<file path="src/design/tpcc_pkg.sv">
`timescale 1ns / 1ps

package tpcc_pkg;

  // one side's time as decimal digits mm:ss
  typedef struct packed {
    logic [3:0] min_tens;
    logic [3:0] min_ones;
    logic [2:0] sec_tens;
    logic [3:0] sec_ones;
  } time_t;

  // configuration register indexes
  localparam logic REG_START_SECONDS    = 1'b0;
  localparam logic REG_TICKS_PER_SECOND = 1'b1;

  localparam logic [12:0] START_RESET = 13'd300;
  localparam logic [7:0]  TPS_RESET   = 8'd76;
  localparam logic [12:0] MAX_SECONDS = 13'd5999;

  // 5:00 for the reset value of 300 seconds
  localparam time_t RESET_TIME = '{min_tens: 4'd0, min_ones: 4'd5,
                                   sec_tens: 3'd0, sec_ones: 4'd0};

  // reciprocal constants: x / 60 = (x * 8739) >> 19 for x <= 5999,
  // x / 10 = (x * 205) >> 11 for x <= 99
  localparam logic [13:0] RECIP_60 = 14'd8739;
  localparam logic [7:0]  RECIP_10 = 8'd205;

endpackage

</file>
<file path="src/design/two_player_countdown_clock_top.sv">
`timescale 1ns / 1ps

// two-player countdown clock
// in_ channel: one transfer per poll tick, carrying the switch and reset
//   button levels; rising edges act (switch first, then reset)
// out_ channel: one transfer per input transfer with both sides' times as
//   mm:ss digits, the active side and the running flag, as they stand after
//   button handling and before that tick's count
// cfg_ channel: register writes (0 start_seconds, 1 ticks_per_second);
//   cfg_ready is always high
// path: an input transfer is held in the input register, then the update stage
//   loads its result into the result register
// throughput: one tick per cycle while the result register drains and no start
//   time is converting, set by the state update in digit form; a start_seconds
//   write holds in_tready low until the digit split unit has converted it
// reset: both times load 5:00, first side active, clock stopped, prescaler
//   and button history cleared
// stall: with out_tready low the result register holds, an empty input register
//   still takes one more tick, then in_tready drops
module two_player_countdown_clock_top (
  input  logic        clk,
  input  logic        rst_n,
  // input: [0] switch_button, [1] reset_button, [7:2] zero
  input  logic        in_tvalid,
  output logic        in_tready,
  input  logic [7:0]  in_tdata,
  // output: [3:0] first_min_tens, [7:4] first_min_ones, [10:8] first_sec_tens,
  // [14:11] first_sec_ones, [18:15] second_min_tens, [22:19] second_min_ones,
  // [25:23] second_sec_tens, [29:26] second_sec_ones, [30] first_side_active,
  // [31] clock_running
  output logic        out_tvalid,
  input  logic        out_tready,
  output logic [31:0] out_tdata,
  // configuration write
  input  logic        cfg_valid,
  output logic        cfg_ready,
  input  logic        cfg_index,
  input  logic [12:0] cfg_data
);

  // configuration register; start_seconds lives in digit form in the split unit
  logic [7:0]  tps_r;

  // clock state
  tpcc_pkg::time_t first_r, first_nxt;
  tpcc_pkg::time_t second_r, second_nxt;
  logic        fa_r, fa_nxt;
  logic        run_r, run_nxt;
  logic        prev_sw_r;
  logic        prev_rs_r;
  logic [7:0]  tc_r, tc_nxt;

  // input register
  logic        in_v_r;
  logic        sw_r;
  logic        rs_r;

  // result register
  logic        out_valid_r;
  logic [31:0] out_data_r, out_data_nxt;

  logic        cfg_xfer;
  logic        load_start;
  logic        split_busy;
  tpcc_pkg::time_t load_time;
  logic        adv;
  logic        step;

  // combinational step values
  logic        sw_edge;
  logic        rs_edge;
  tpcc_pkg::time_t t1_a;
  tpcc_pkg::time_t t2_a;
  logic        fa_a;
  logic        run_a;
  logic [7:0]  tps_eff;
  logic [7:0]  tc_inc;
  logic        sec_hit;

  // one second off in digit form, holding at zero
  function automatic tpcc_pkg::time_t dec_time(input tpcc_pkg::time_t t);
    tpcc_pkg::time_t r;
    r = t;
    if (t.sec_ones != 4'd0) begin
      r.sec_ones = t.sec_ones - 4'd1;
    end else if (t.sec_tens != 3'd0) begin
      r.sec_ones = 4'd9;
      r.sec_tens = t.sec_tens - 3'd1;
    end else if (t.min_ones != 4'd0) begin
      r.sec_ones = 4'd9;
      r.sec_tens = 3'd5;
      r.min_ones = t.min_ones - 4'd1;
    end else if (t.min_tens != 4'd0) begin
      r.sec_ones = 4'd9;
      r.sec_tens = 3'd5;
      r.min_ones = 4'd9;
      r.min_tens = t.min_tens - 4'd1;
    end
    return r;
  endfunction

  function automatic logic is_zero(input tpcc_pkg::time_t t);
    return (t == '0);
  endfunction

  assign cfg_ready  = 1'b1;
  assign cfg_xfer   = cfg_valid && cfg_ready;
  assign load_start = cfg_xfer && (cfg_index == tpcc_pkg::REG_START_SECONDS);

  tpcc_digit_split u_split (
    .clk       (clk),
    .rst_n     (rst_n),
    .load_i    (load_start),
    .seconds_i (cfg_data),
    .busy_o    (split_busy),
    .digits_o  (load_time)
  );

  always_ff @(posedge clk) begin
    if (!rst_n) begin
      tps_r <= tpcc_pkg::TPS_RESET;
    end else if (cfg_xfer && (cfg_index == tpcc_pkg::REG_TICKS_PER_SECOND)) begin
      tps_r <= cfg_data[7:0];
    end
  end

  // update stage moves when the result register is free or being drained
  assign adv       = !out_valid_r || out_tready;
  assign step      = in_v_r && adv;
  assign in_tready = (!in_v_r || adv) && !split_busy && !load_start;

  always_ff @(posedge clk) begin
    if (!rst_n) begin
      in_v_r <= 1'b0;
    end else if (in_tready) begin
      in_v_r <= in_tvalid;
    end else if (step) begin
      in_v_r <= 1'b0;
    end
  end

  always_ff @(posedge clk) begin
    if (in_tready && in_tvalid) begin
      sw_r <= in_tdata[0];
      rs_r <= in_tdata[1];
    end
  end

  // button handling, then the prescaler and countdown
  always_comb begin
    sw_edge = sw_r && !prev_sw_r;
    rs_edge = rs_r && !prev_rs_r;
    fa_a    = sw_edge ? !fa_r : fa_r;
    run_a   = sw_edge ? 1'b1 : run_r;
    t1_a    = first_r;
    t2_a    = second_r;
    if (rs_edge) begin
      t1_a  = load_time;
      t2_a  = load_time;
      run_a = 1'b0;
    end

    out_data_nxt = {run_a, fa_a,
                    t2_a.sec_ones, t2_a.sec_tens, t2_a.min_ones, t2_a.min_tens,
                    t1_a.sec_ones, t1_a.sec_tens, t1_a.min_ones, t1_a.min_tens};

    // a limit of zero acts as one
    tps_eff    = (tps_r == 8'd0) ? 8'd1 : tps_r;
    tc_inc     = tc_r + 8'd1;
    sec_hit    = run_a && (tc_inc >= tps_eff);
    tc_nxt     = tc_r;
    first_nxt  = t1_a;
    second_nxt = t2_a;
    if (run_a) begin
      tc_nxt = sec_hit ? 8'd0 : tc_inc;
    end
    if (sec_hit) begin
      if (fa_a) begin
        first_nxt = dec_time(t1_a);
      end else begin
        second_nxt = dec_time(t2_a);
      end
    end
    fa_nxt  = fa_a;
    run_nxt = run_a && !is_zero(first_nxt) && !is_zero(second_nxt);
  end

  always_ff @(posedge clk) begin
    if (!rst_n) begin
      first_r   <= tpcc_pkg::RESET_TIME;
      second_r  <= tpcc_pkg::RESET_TIME;
      fa_r      <= 1'b1;
      run_r     <= 1'b0;
      prev_sw_r <= 1'b0;
      prev_rs_r <= 1'b0;
      tc_r      <= 8'd0;
    end else if (step) begin
      first_r   <= first_nxt;
      second_r  <= second_nxt;
      fa_r      <= fa_nxt;
      run_r     <= run_nxt;
      prev_sw_r <= sw_r;
      prev_rs_r <= rs_r;
      tc_r      <= tc_nxt;
    end
  end

  // result register
  always_ff @(posedge clk) begin
    if (!rst_n) begin
      out_valid_r <= 1'b0;
    end else if (adv) begin
      out_valid_r <= in_v_r;
    end
  end

  always_ff @(posedge clk) begin
    if (step) begin
      out_data_r <= out_data_nxt;
    end
  end

  assign out_tvalid = out_valid_r;
  assign out_tdata  = out_data_r;

  // no tick taken while a new start time is being converted
  a_busy_blocks_input: assert property (@(posedge clk) disable iff (!rst_n)
    split_busy |-> !in_tready)
    else $error("input taken during start time conversion");

  // a full input register with a stalled result must not take another tick
  a_no_overrun: assert property (@(posedge clk) disable iff (!rst_n)
    (in_v_r && out_valid_r && !out_tready) |-> !in_tready)
    else $error("input register overrun");

  // the clock never stays running with a side at zero
  a_run_nonzero: assert property (@(posedge clk) disable iff (!rst_n)
    run_r |-> (!is_zero(first_r) && !is_zero(second_r)))
    else $error("running with a time at zero");

  // digit ranges hold on both sides for all digits but the minute tens
  a_digit_range: assert property (@(posedge clk) disable iff (!rst_n)
    (first_r.sec_tens <= 3'd5) && (first_r.sec_ones <= 4'd9) &&
    (second_r.sec_tens <= 3'd5) && (second_r.sec_ones <= 4'd9) &&
    (first_r.min_ones <= 4'd9) && (second_r.min_ones <= 4'd9))
    else $error("time digit out of range");

endmodule

</file>
<file path="src/design/tpcc_digit_split.sv">
`timescale 1ns / 1ps

// converts a seconds value into mm:ss digits in a chain of registered steps
module tpcc_digit_split (
  input  logic               clk,
  input  logic               rst_n,
  input  logic               load_i,
  input  logic [12:0]        seconds_i,
  output logic               busy_o,
  output tpcc_pkg::time_t    digits_o
);

  logic [3:0]  vld_r;
  logic [12:0] t0_r;
  logic [12:0] t1_r;
  logic [6:0]  m1_r;
  logic [6:0]  m2_r;
  logic [5:0]  s2_r;
  logic [3:0]  mt2_r;
  logic [3:0]  mt3_r;
  logic [3:0]  mo3_r;
  logic [2:0]  st3_r;
  logic [5:0]  s3_r;
  tpcc_pkg::time_t digits_r;

  logic [12:0] clamp_sec;
  logic [26:0] prod_m;
  logic [12:0] m_x60;
  logic [14:0] prod_mt;
  logic [6:0]  mt_x10;
  logic [13:0] prod_st;
  logic [5:0]  st_x10;

  assign clamp_sec = (seconds_i > tpcc_pkg::MAX_SECONDS) ? tpcc_pkg::MAX_SECONDS : seconds_i;
  assign prod_m    = 27'(t0_r) * 27'(tpcc_pkg::RECIP_60);
  assign m_x60     = 13'(m1_r) * 13'd60;
  assign prod_mt   = 15'(m1_r) * 15'(tpcc_pkg::RECIP_10);
  assign mt_x10    = 7'(mt2_r) * 7'd10;
  assign prod_st   = 14'(s2_r) * 14'(tpcc_pkg::RECIP_10);
  assign st_x10    = 6'(st3_r) * 6'd10;

  always_ff @(posedge clk) begin
    if (!rst_n) begin
      vld_r    <= '0;
      digits_r <= tpcc_pkg::RESET_TIME;
    end else begin
      vld_r <= {vld_r[2:0], load_i};
      if (vld_r[3]) begin
        digits_r <= '{min_tens: mt3_r, min_ones: mo3_r, sec_tens: st3_r,
                      sec_ones: 4'(s3_r - st_x10)};
      end
    end
  end

  always_ff @(posedge clk) begin
    if (load_i) begin
      t0_r <= clamp_sec;
    end
    if (vld_r[0]) begin
      t1_r <= t0_r;
      m1_r <= prod_m[25:19];
    end
    if (vld_r[1]) begin
      s2_r  <= 6'(t1_r - m_x60);
      m2_r  <= m1_r;
      mt2_r <= prod_mt[14:11];
    end
    if (vld_r[2]) begin
      mt3_r <= mt2_r;
      mo3_r <= 4'(m2_r - mt_x10);
      st3_r <= prod_st[13:11];
      s3_r  <= s2_r;
    end
  end

  assign busy_o   = |vld_r;
  assign digits_o = digits_r;

endmodule

</file>
<file path="config.mk">
export PLATFORM = sky130hd
export DESIGN_NAME = two_player_countdown_clock_top
export DESIGN_NICKNAME = d
export VERILOG_FILES = /design/src/design/tpcc_pkg.sv /design/src/design/two_player_countdown_clock_top.sv /design/src/design/tpcc_digit_split.sv
export SDC_FILE = /design/constraint.sdc
export NUM_CORES = 1
export LEC_CHECK = 0
export BUFFER_PORTS_ARGS = -buffer_cell sky130_fd_sc_hd__buf_2
export CAP_MARGIN = 20
export CORE_ASPECT_RATIO = 1.1
export CORE_MARGIN = 2
export CORE_UTILIZATION = 51
export CTS_BUF_LIST = sky130_fd_sc_hd__clkbuf_2 sky130_fd_sc_hd__clkbuf_4 sky130_fd_sc_hd__clkbuf_8
export CTS_CLUSTER_SIZE = 30
export DETAILED_ROUTE_END_ITERATION = 10
export GPL_ROUTABILITY_DRIVEN = 0
export PLACE_DENSITY = 0.73
export RECOVER_POWER = 50
export SYNTH_ARGS = -nofsm -noshare
export SYNTH_HDL_FRONTEND = slang
export SYNTH_SLANG_ARGS = --single-unit
</file>
<file path="constraint.sdc">
create_clock -name clk -period 4.5 [get_ports clk]
set_input_delay 0.675 -clock clk [delete_from_list [all_inputs] [get_ports clk]]
set_output_delay 0.675 -clock clk [all_outputs]
set_load 0.05 [all_outputs]
</file>
==> results.py, run 1 <==
metrics = {
    "timing": {
        "fin_ws_ps": 233,
        "min_period_ps": 4270,
        "drv_slew": 56,
        "setup-violations-final": 0,
        "hold-worst-slack_ps": 403,
        "maxSlewHeadroom": -0.249,
        "max_freq_ghz": 0.234,
        "tightest_slew_ps": 1870,
        "fin_crit_sh": 0.948,
        "finClkSkew_ps": 19.6,
        "setup_tns_ps": 0,
        "hold_viol": 0,
    },
    "route": {
        "drt_pass1_iterations": 6,
        "num_vias": 7863,
        "ant_nets": 0,
        "drt_iter0_drc": 450,
        "post_drt_wl_per_cell_microns": 15.9,
        "drc": 0,
        "drt_wl_total_microns": 22100,
        "avgViaCountPerCell": 5.64,
    },
    "clock_network": {
        "htreeDepth": 4,
        "clock_sinks": 160,
        "clkLatencyLatePin_ps": 460,
        "cts-root-buf": "clkbuf_8",
        "ctsHoldBuffers": 0,
        "clk_pin_slew_ps": 90,
        "cts_buffer_depth": 2,
        "cts_made_buffers": 17,
        "cts_tree": "yes",
    },
    "synthesis": {
        "synth_cell_types": 75,
        "async_flop_share": 0,
        "synth_nets": 1285,
        "synthDominantCellAreaShare": 0.248,
        "ys_ff_latch": 160,
        "synth_area_leader_cell": "edfxtp_1",
        "ys.flop_type": "edfxtp_1",
        "synthTopCellsByCount": "ha_1, inv_1, edfxtp_1, nand2_1, dfxtp_1",
        "postSynthAreaPerCell_sq_um": 10.1,
        "synth_area_leaders": "edfxtp_1, ha_1, dfxtp_1, fa_1, inv_1",
        "syn-cell-area_sq_um": 10800,
        "synthCells": 1068,
        "ys_warn_count": 0,
        "synth_edf_count": 89,
        "synth-seq-area-share": 0.380,
        "yosysMostFrequentCell": "ha_1",
    },
    "placed_design": {
        "pre_cts_slack_ps": 22.8,
        "port_buffers": 54,
        "dp_hpwl_microns": 17200,
    },
    "power_and_ir_drop": {
        "worst_ir_drop_vdd_mv": 0.216,
        "power_w": 0.00389,
        "power_density_nw_per_um2": 332,
        "cellLeakagePower_nw": 5.32,
    },
    "critical_path": {
        "crit_arrival_ps": 4480,
        "critical_path.endpoint_type": "flop",
        "worstSetupPathType": "flop to flop",
        "cp.required_ps": 4710,
        "setup.worst_path.start_class": "flop",
        "path_max_fanout": 3,
    },
    "die": {
        "floorplan.initialDensity": 0.522,
        "num_rows": 55,
        "die_x_microns": 143,
        "fp.dieH_microns": 156,
        "num_io_pins": 62,
        "die_area_sq_um": 22300,
        "design.core.area_sq_um": 20600,
    },
    "global_routing": {
        "grt_max_degree": 67,
        "grt_pass1_vias": 7847,
        "grt_pass1_wl_microns": 36800,
        "antenna_found_initial": 0,
        "gr-total-overflow": 0,
        "track_usage": 0.208,
    },
    "finish": {
        "ff_latch_area_sq_um": 4090,
        "n_antenna_cell": 0,
        "multi_input_comb_area_sq_um": 6040,
        "final_net_count": 1343,
        "fill_cells": 1820,
        "area.growth.synth_to_final_pct": 8.76,
        "drive_above_1_share": 0.0922,
    },
    "hold_path": {
        "hp-class": "input port to flop",
    },
    "outcome": {
        "violations": "capacitance limit, slew limit",
        "status": "complete, but fails checks",
    },
    "run": {
        "maxCapViolCount": 1,
    },
}
==> metrics by stage <==
step / cells / instance area [sq um] / utilization
detailed placement: 1360 / 11300 / 0.549
global route: 1395 / 11700 / 0.568
finish: 1395 / 11700 / 0.568
floorplan: 1068 / 10800 / -
CTS: 1392 / 11700 / 0.567
global placement: 1360 / 11300 / 0.549
==> cell usage in the layout (no fill, tap or decap), types with 8 or more instances in the layout <==
master	netlist	final
ha_1	154	154
inv_1	135	136
edfxtp_1	89	89
nand2_1	77	77
dfxtp_1	71	71
nor2_1	69	69
a21oi_1	61	61
buf_2	5	38
fa_1	36	36
xnor2_1	31	31
mux2i_1	24	24
nor3_1	22	22
o21ai_0	23	22
and2_1	22	20
nand3_1	19	19
clkbuf_1	22	19
nand2b_1	17	17
clkbuf_8	0	17
a211oi_1	17	16
buf_4	1	14
a21o_1	13	13
o211ai_1	11	11
nor2b_1	10	10
o21a_1	9	9
and3_1	8	8
nand4_1	8	8
o31ai_1	8	8
==> cells by family after synthesis <==
kind of cell             synth area share
AND/OR/NAND/NOR                     0.141
AO/OA/AOI/OAI                       0.119
adder cells (fa/ha/maj)             0.246
buffers and inverters              0.0605
flip-flops                          0.380
XOR/XNOR                           0.0301
multiplexers                       0.0233
other                            0.000348
==> report_power, final <==
group	internal [W]	switching [W]
Clock	0.000462	0.000564
Combinational	0.000501	0.000674
Sequential	0.00163	0.0000581
Total	0.00259	0.00130
==> per-layer routing <==
layer / GRT usage / part of all wire / up-vias / routed length [microns]
met2: 0.364 / 0.50 / 203 / 11100
met4: 0.0688 / 0.023 / 0 / 499
li1: - / - / 3873 / -
met5: 0 / 0 / - / 0
met1: 0.258 / 0.42 / 3744 / 9410
met3: 0.0389 / 0.050 / 43 / 1120
==> critical path, cell delays in order (launching register included) <==
cell and delay [ps]:
edfxtp_1 380, inv_1 50, ha_1 270, inv_1 50
fa_1 390, inv_1 80, fa_1 410, inv_1 70
ha_1 220, ha_1 300, ha_1 330, a2111oi_2 350
o21ai_1 160, a211oi_2 230, nor3_1 120, or3_1 360
a21oi_1 170, xnor2_1 80
==> area by class of cell <==
cell class | count | share of cell area
multi-input combinational | 739 | 0.516
sequential | 160 | 0.349
inverter | 137 | 0.0439
timing repair buffer | 71 | 0.0313
tap | 256 | 0.0273
clock buffer | 19 | 0.0213
clock inverter | 13 | 0.0109
==> registers in the layout, indices dropped and copies added, names as in the netlist, 6 cells and up <==
signal and count:
second_r 15, u_split.s2_r 6, u_split.t0_r 13, u_split.digits_o 15, tc_r 8, u_split.m1_r 7, u_split.t1_r 6, out_tdata 32
tps_r 8, first_r 15
==> path summary, 6_finish.rpt <==
path / startpoint / end / slack, ps / cells past startpoint
worst max register to register: u_split.t0_r[11]$_SDFFCE_PN0P_ / u_split.m1_r[3]$_DFFE_PP_ / 230 / 17
worst max-delay path: u_split.t0_r[11]$_SDFFCE_PN0P_ / u_split.m1_r[3]$_DFFE_PP_ / 230 / 17
worst min register to register: u_split.mt2_r[3]$_DFFE_PP_ / u_split.mt3_r[3]$_DFFE_PP_ / 430 / 0
worst min-delay path: in_tdata[0] / sw_r$_DFFE_PP_ / 400 / 1
==> what timing repair did <==
| item | CTS | global route |
|---|---|---|
| endpoints found under the setup margin | 1 | 3 |
| setup buffers | 0 | 2 |
| pin swaps | 0 | 2 |
| gates resized for setup | 1 | 4 |
No activity file was read; power rests on OpenSTA's default activity.
==> run 2: changes to the inputs <==
Settings changed: ABC_CLOCK_PERIOD_IN_PS set to 3920.
Clock period 4.5 ns to 3.92 ns, I/O delays scaled along.
==> run 2 against run 1 <==
  * The flow finishes with violations (capacitance limit, slew limit, setup timing)
  * Cell count grew 2.1%
  * Power grew 21%
  * Hold slack lost 38 ps
  * Utilization grew 1.8 points
  * Non-clock buffer count grew 29
  * Setup slack lost 540 ps
  * Clock power grew 20%
  * Die area is the same
  * Sequential power grew 14%
  * Flip-flop and latch count is the same
  * Fmax grew 0.87%
==> results.py, run 2 (same netlist as run 1, synthesis figures left out) <==
metrics = {
    "timing": {
        "max_freq_ghz": 0.236,
        "setup-violations-final": 8,
        "maxSlewHeadroom": -0.269,
        "drv_slew": 56,
        "fin_crit_sh": 1.08,
        "hold_viol": 0,
        "setup_tns_ps": -1100,
        "rsz0062_at_grt": "yes",
        "fin_ws_ps": -311,
        "min_period_ps": 4230,
        "finClkSkew_ps": 17.2,
        "tightest_slew_ps": 1900,
    },
    "finish": {
        "largest_register_ff_count": 32,
        "final_net_count": 1372,
        "fill_cells": 1755,
        "drive_above_1_share": 0.133,
        "multi_input_comb_area_sq_um": 6190,
        "ff_latch_area_sq_um": 4090,
        "n_antenna_cell": 0,
        "layout_commonest_cell": "ha_1",
        "fin_area_sq_um": 12100,
        "area.growth.synth_to_final_pct": 12.1,
        "final_cell_mix": "ha_1, inv_1, edfxtp_1",
        "final_cell_count_no_fill": 1424,
    },
    "die": {
        "num_io_pins": 62,
        "floorplan.initialDensity": 0.522,
        "die_x_microns": 143,
        "design.core.area_sq_um": 20600,
        "fp.dieH_microns": 156,
        "die_area_sq_um": 22300,
        "num_rows": 55,
    },
    "clock_network": {
        "cts_made_buffers": 17,
        "clkLatencyLatePin_ps": 470,
        "htreeDepth": 4,
        "clk_pin_slew_ps": 90,
        "cts_tree": "yes",
        "cts-root-buf": "clkbuf_8",
        "clock_sinks": 160,
        "cts_buffer_depth": 2,
    },
    "critical_path": {
        "setup.worst_path.start_class": "flop",
        "crit_arrival_ps": 4440,
        "path_buf_inv": 4,
        "cp_slowest_cell": "fa_2",
        "worstSetupPathType": "flop to flop",
        "crit_top_cell": "inv_2",
        "critical_path.endpoint_type": "flop",
        "cp_top_family": "adder cells",
        "ff2ff_path_depth": 16,
        "cp.required_ps": 4130,
        "path_max_fanout": 3,
        "crit_cells": 16,
        "path_cells": "ha_4 > inv_2 > fa_1 > fa_1 > inv_2 > fa_2 > inv_2 > ha_4 > a2111oi_4 > o21ai_2 > a211oi_2 > buf_4 > nor3_4 > or3_1 > a21oi_2 > xnor2_1",
        "max_stage_delay_ps": 530,
    },
    "route": {
        "ant_nets": 0,
        "drc": 0,
        "drt_pass1_iterations": 4,
        "drt_wl_total_microns": 22300,
        "post_drt_wl_per_cell_microns": 15.7,
        "drt_iter0_drc": 347,
        "avgViaCountPerCell": 5.53,
        "num_vias": 7868,
    },
    "hold_path": {
        "hp-class": "input port to flop",
        "hold-path-cell-count": 1,
    },
    "run": {
        "maxCapViolCount": 1,
    },
    "power_and_ir_drop": {
        "power_density_nw_per_um2": 388,
        "power_switching_share": 0.332,
        "internal_power_w": 0.00313,
        "power.switching_w": 0.00156,
        "power_w": 0.00469,
        "worst_ir_drop_vdd_mv": 0.236,
        "cellLeakagePower_nw": 5.50,
        "seq_power_share": 0.409,
        "clkPwrFrac": 0.264,
        "combPwrFrac": 0.328,
    },
    "placed_design": {
        "port_buffers": 54,
        "dpl_cell_area_sq_um": 11600,
        "place_inst": 1388,
        "dp_hpwl_microns": 16700,
    },
    "global_routing": {
        "grt_max_degree": 56,
        "antenna_found_initial": 0,
        "track_usage": 0.209,
        "grt_pass1_wl_microns": 37000,
        "gr-total-overflow": 0,
        "grt_pass1_vias": 7894,
    },
    "outcome": {
        "violations": "capacitance limit, slew limit, setup timing",
        "status": "complete, but fails checks",
    },
}
-- run 2: changes by cell type in the layout (fill, tap and decap cells not counted), moves of 5 or more --
cell	before	now
ha_1	154	149
inv_2	1	6
buf_4	14	34
inv_1	136	131
ha_4	0	5
buf_2	38	47
-- run 2: area by class of cell --
type | instances | share of cell area
clock buffers | 20 | 0.0212
clock inverters | 12 | 0.0112
inverters | 137 | 0.0426
multi-input cells | 739 | 0.512
flip-flops and latches | 160 | 0.339
well taps | 256 | 0.0265
repair buffers | 100 | 0.0471
-- run 2: worst paths after layout --
kind	start	end	slack, ps
hold / removal	in_tdata[1]	rs_r$_DFFE_PP_	360
setup / recovery	u_split.t0_r[12]$_SDFFCE_PN1P_	u_split.m1_r[3]$_DFFE_PP_	-310
hold reg to reg	u_split.m2_r[0]$_DFFE_PP_	u_split.mo3_r[0]$_DFFE_PP_	430
setup reg to reg	u_split.t0_r[12]$_SDFFCE_PN1P_	u_split.m1_r[3]$_DFFE_PP_	-310
-- run 2: power groups by stage --
stage / Combinational, W / Clock, W / Sequential, W
after floorplan: 0.000957 / 0 / 0.00200
after global placement: 0.00131 / 0 / 0.00195
after detailed placement: 0.00137 / 0 / 0.00195
after CTS: 0.00149 / 0.00125 / 0.00192
after global routing: 0.00174 / 0.00132 / 0.00193
final: 0.00154 / 0.00124 / 0.00192
-- run 2: metrics by stage --
step | hold slack (ps) | utilization | worst slack, ps
CTS | 308 | 0.585 | -218
global placement | 403 | 0.560 | -221
floorplan | 400 | - | -61.6
global route | 344 | 0.585 | -422
detailed placement | 407 | 0.560 | -263
finish | 365 | 0.585 | -311
-- run 2: what timing repair did --
item,CTS,global route
hold buffers,0,0
buffers inserted,1,2
pin swaps,10,4
gates resized for setup,19,7
setup endpoints to repair,7,7
-- run 2: per-layer routing --
layer	GRT usage	wire, microns	vias to the layer above
met2	0.367	11200	188
met1	0.264	9780	3716
li1	-	-	3930
met3	0.0334	941	34
met5	0	0	-
met4	0.0632	411	0
